--- src/design/cre_mul.sv ---
// shared registered multiplier used for the rectangle area and the row base address
// depends on nothing but its operand width parameter
module cre_mul #(
  parameter int OW = 11
) (
  input  logic            clk,
  input  logic [OW-1:0]   mul_a,
  input  logic [OW-1:0]   mul_b,
  output logic [2*OW-1:0] prod_r
);

  always_ff @(posedge clk) begin
    prod_r <= mul_a * mul_b;
  end

endmodule

--- config.mk ---
export PLATFORM = sky130hd
export DESIGN_NAME = cre_mul
export DESIGN_NICKNAME = d
export VERILOG_FILES = /design/src/design/cre_mul.sv
export SDC_FILE = /design/constraint.sdc
export NUM_CORES = 1
export LEC_CHECK = 0
export ABC_AREA = 1
export BUFFER_PORTS_ARGS = -buffer_cell sky130_fd_sc_hd__clkbuf_2
export CAP_MARGIN = 5
export CORE_AREA = 5 5 99 101
export CTS_CLUSTER_SIZE = 16
export DETAILED_ROUTE_END_ITERATION = 10
export DIE_AREA = 0 0 104 106
export HOLD_SLACK_MARGIN = 0.12
export PLACE_DENSITY = 0.77
export SLEW_MARGIN = 20
export SYNTH_ARGS = -nofsm -noshare
export SYNTH_HDL_FRONTEND = slang
export SYNTH_SLANG_ARGS = --single-unit
--- constraint.sdc ---
create_clock -name clk -period 4.9 [get_ports clk]
set_clock_uncertainty 0.15 [all_clocks]
set_input_delay 0.49 -clock clk [delete_from_list [all_inputs] [get_ports clk]]
set_output_delay 0.49 -clock clk [all_outputs]
set_load 0.05 [all_outputs]
Word-level counts from Yosys, hierarchy flattened
Index checks and enable logic that the tools add are counted.
Storage, ports and cells
  flip-flop bits (word level): 22
  input port bits: 23
  output and inout port bits: 22
  logic and storage cells: 2
Operators by class
  $mul: 1
Operators by type and width (number)
  $mul 11x11->22: 1

Logic depth before layout (Yosys ltp)
  word-level depth: 1
  gate-level depth with buffers: 23
  mapped depth without buffers: 22

Worst setup path after synthesis
No wires, ideal clock.
  kind: input -> register
  start point: input port mul_a[7]
  end point: register prod_r[20]
  setup time: 112 ps
  arrival: 4456 ps
  data required time: 4638 ps
  path slack: 182 ps
  cell stages on the path: 21
  path buffers: 1
  path through: clkbuf_1 -> nand2_1 -> fa_1 -> inv_1 -> fa_1 -> inv_1 -> fa_1 -> inv_1 -> fa_1 -> inv_1 -> fa_1 -> inv_1 -> ha_1 -> nand2_1 -> nand2_1 -> a21oi_1 -> nand3_2 -> nand2_1 -> nand2_1 -> nand2_1 -> nand2_1
On the way
  word-level cells in the longest chain between the ends: 1
Ends and longest elaborated chain
  from (decl): line 7  | input logic [OW-1:0] mul_a,
  $mul 11x11->22: line 13  | prod_r <= mul_a * mul_b;
  to (signal assigned): line 13
  to (decl): line 9  | output logic [2*OW-1:0] prod_r
Every way passes these cells.

Worst setup path in the final report
  start point: input port mul_b[2]
  end point: register prod_r[20]
On the way
  word-level cells in the longest chain between the ends: 1
Ends and longest elaborated chain
  from (decl): line 8  | input logic [OW-1:0] mul_b,
  $mul 11x11->22: line 13
Every way passes these cells.

==> impl_results.md <==
* Initial Util at 53.22%
* Area share of fa/ha/maj cells after synthesis at between 40 and 50%
* Wire per inst at 13.11 um
* Fin crit share at 93.76%
* CTS Buffer Depth at 2
* Net Count, Synth at 808
* Die Span Y at about 110 um
* Die area at ~11000 sq um
* Max reg flops at 22
* Sequential area share after synthesis at 9.263%
* FFs w/ async S/R, synth at 0%
* CTS clk-pin slew, worst paths at approximately 0.080 ns
* Most frequent CP cell: nand2_1
* Share of cells above drive strength 1 at 9.985%
* Data arrival time of the worst path at roughly 4.6 ns
* Routability Congestion at approximately 0.96
* Largest family of logic cells by synthesized area: adder cells
* Core Box Area at just under 9000 sq um
* Static leakage at 0.003346 uW
* Combinational power share at 86.0%
* Diode count at 0
* Top_reg_cell synth: dfxtp_1
* Top cells by area, synth: fa_1, ha_1, inv_1
* NumNets Final at approximately 850
* Count leader, synth: inv_1
* Fin. max-slew vios at 0
* Area grow syn2layout at 8.421%
* P_int at 1222 uW
* Largest area contributor in the netlist: fa_1
* Row count at 35
* Crit-path cells: clkbuf_2 -> nand2_1 -> fa_1 -> inv_1 -> fa_1 -> inv_1 -> fa_1 -> inv_1 -> fa_1 -> inv_1 -> fa_1 -> inv_1 -> ha_1 -> nand2_1 -> nand2_1 -> a21oi_1 -> nand3_2 -> nand2_1 -> nand2_1 -> nand2_1 -> nand2_1
* Largest net degree at the start of global routing at 12
* Post-synthesis mux area share at 0%
* Critical path type: input port to flip-flop
* Max Clock Freq at roughly 220 MHz
* Ports at 45
* Gr usage total at 20.82%
* Flop pwr share at 10.3%
* CTS Buf Count at 3
* Status: finished, final reports clean
* Hold Slack at between 0.4 and 0.5 ns
* Global-route wire length before repair at 19060 um
* Drt pass-1 iters at 4
* Final Hold Fails at 0
* Clock sinks at 22
* Initial antenna violation count at 0
* RSZ-0062 raised after global routing: no
* Crit path launch type: input port
* Reg with most FFs: prod_r
* Post-Syn Instances at 645
* Max cap viols at 0
* Synth top cells by count: inv_1, nand2_1, fa_1
* Hold depth at 3
* Xor-xnor portion of the synthesized cell area at 2.026%
* # hold bufs at CTS at 0
* Mapped cell area at about 4800 sq um
* Fin crit period at approximately 4.6 ns
* Worst setup EP type: flip-flop
* VDD IR max at 339.4 uV
* DP HPWL at 9136 um
* Worst slew pin tran at 0.3083 ns
* Setup Viol. Count Final at 0
* Biggest regs: prod_r x22
* Yosys Warn Count at 0
* Starting DRT DRC Count at between 150 and 200
* CTS resizes at 0
* DRT antenna net count at 0
* Crit-path max cell delay at 0.55 ns
* Setup TNS at 0 ns
* Crit path max-delay cell type: fa_1
* Switching pwr at between 1500 and 2000 uW
* Die width at 104 um
* Syn avg cell area at 7.371 sq um
* Number of synthesized flops with an enable pin at 0
* Top cell type's share of synthesized area at roughly 34%
* H-Tree Depth at 1
* Routed wire length at 10380 um
* Port buffer count at 44
* Worst slew margin at 79.45%
* Distinct cells, synth at 18
* DR vias/cell at 4.995
* Number of synthesized register bits at 22
* Post-synthesis compound-gate area fraction at 2.526%
* Vias in the first global route at roughly 4200
* Min-Delay Path Class: input port to flip-flop
* Vias post-DR at 3956
* Remaining DRCs at 0
* Worst-path maximum fanout at 7
* CTS root buf: clkbuf_8
* Post-CTS Setup Inserts at 0
* Area share of and/or/nand/nor cells after synthesis at around a fifth
* Required time of the critical path at 4.90 ns
* PwrDens at slightly below 600 nW/um^2
* CTS tree: built
* Part of the power in the clock network at 3.7%
* Sw Share at just under 60%
* Grt total ovfl at 0
## cells by family after synthesis
logic type	after synthesis
compound gates	24
xor+xnor	11
fa+ha+maj	140
buf+inv	216
flops	22
simple gates	232
## routing by layer
metal / part of all wire [%] / track usage, % / up-vias / wire length [um]
li1: - / - / 1902 / -
met1: 40 / 25.25 / 1911 / 4197
met2: 52 / 39.62 / 126 / 5421
met3: 5.6 / 2.914 / 17 / 580
met4: 1.7 / 3.423 / 0 / 181
met5: 0 / 0 / - / 0
## metrics by stage
| step | util (%) | setup slack [ns] | power, uW | cell area (sq um) | std cells |
|---|---|---|---|---|---|
| 3_3_place_gp | 57.24 | 0.1079 | 2841 | 5114 | 789 |
| 3_5_place_dp | 57.24 | 0.02174 | 2894 | 5114 | 789 |
| 5_1_grt | 57.70 | 0.05861 | 3400 | 5155 | 792 |
| 4_1_cts | 57.70 | 0.2988 | 3026 | 5155 | 792 |
| 6_report | 57.70 | 0.3057 | 3003 | 5155 | 792 |
| 2_1_floorplan | - | 0.1817 | 2330 | 4755 | 645 |
## worst paths after layout
check,slack (ns),end,startpoint
setup / recovery,0.31,prod_r[20],mul_b[2]
hold / removal,0.43,prod_r[0],mul_b[0]
## area by class of cell
type,count,area (sq um)
flip-flops and latches,22,440.4
multi-input cells,407,3503
well taps,111,138.9
clock buffers,3,41.29
inverters,194,728.2
repair buffers,55,302.8
fillers,837,3779
## cells in the final DEF (no fill, tap or decap)
cell type	count
nand2_2	4
nand3_1	15
nor2_1	11
a21oi_1	18
and2_1	2
nor2_4	1
clkbuf_2	44
nor3_1	2
xnor2_1	4
ha_1	60
fa_1	80
dfxtp_1	22
nand2_1	192
buf_4	11
nand3_2	2
xor2_1	7
o21ai_0	6
clkbuf_8	3
inv_1	194
nor2_2	3
## power by group through the flow
stage	Sequential [uW]	Combinational (uW)	Clock, uW
after global placement	312	2530	0
after floorplan	600	1730	0
after global routing	321	2960	123
after detailed placement	316	2580	0
final	311	2580	111
after CTS	313	2600	112
## worst max-delay path: cells and delay by family
kind                     cells  cell delay, ns
AO/OA/AOI/OAI                1            0.16
AND/OR/NAND/NOR              8            0.65
adder cells (fa/ha/maj)      6            2.86
buffers and inverters        6            0.43
No activity file was read; power rests on OpenSTA's default activity.
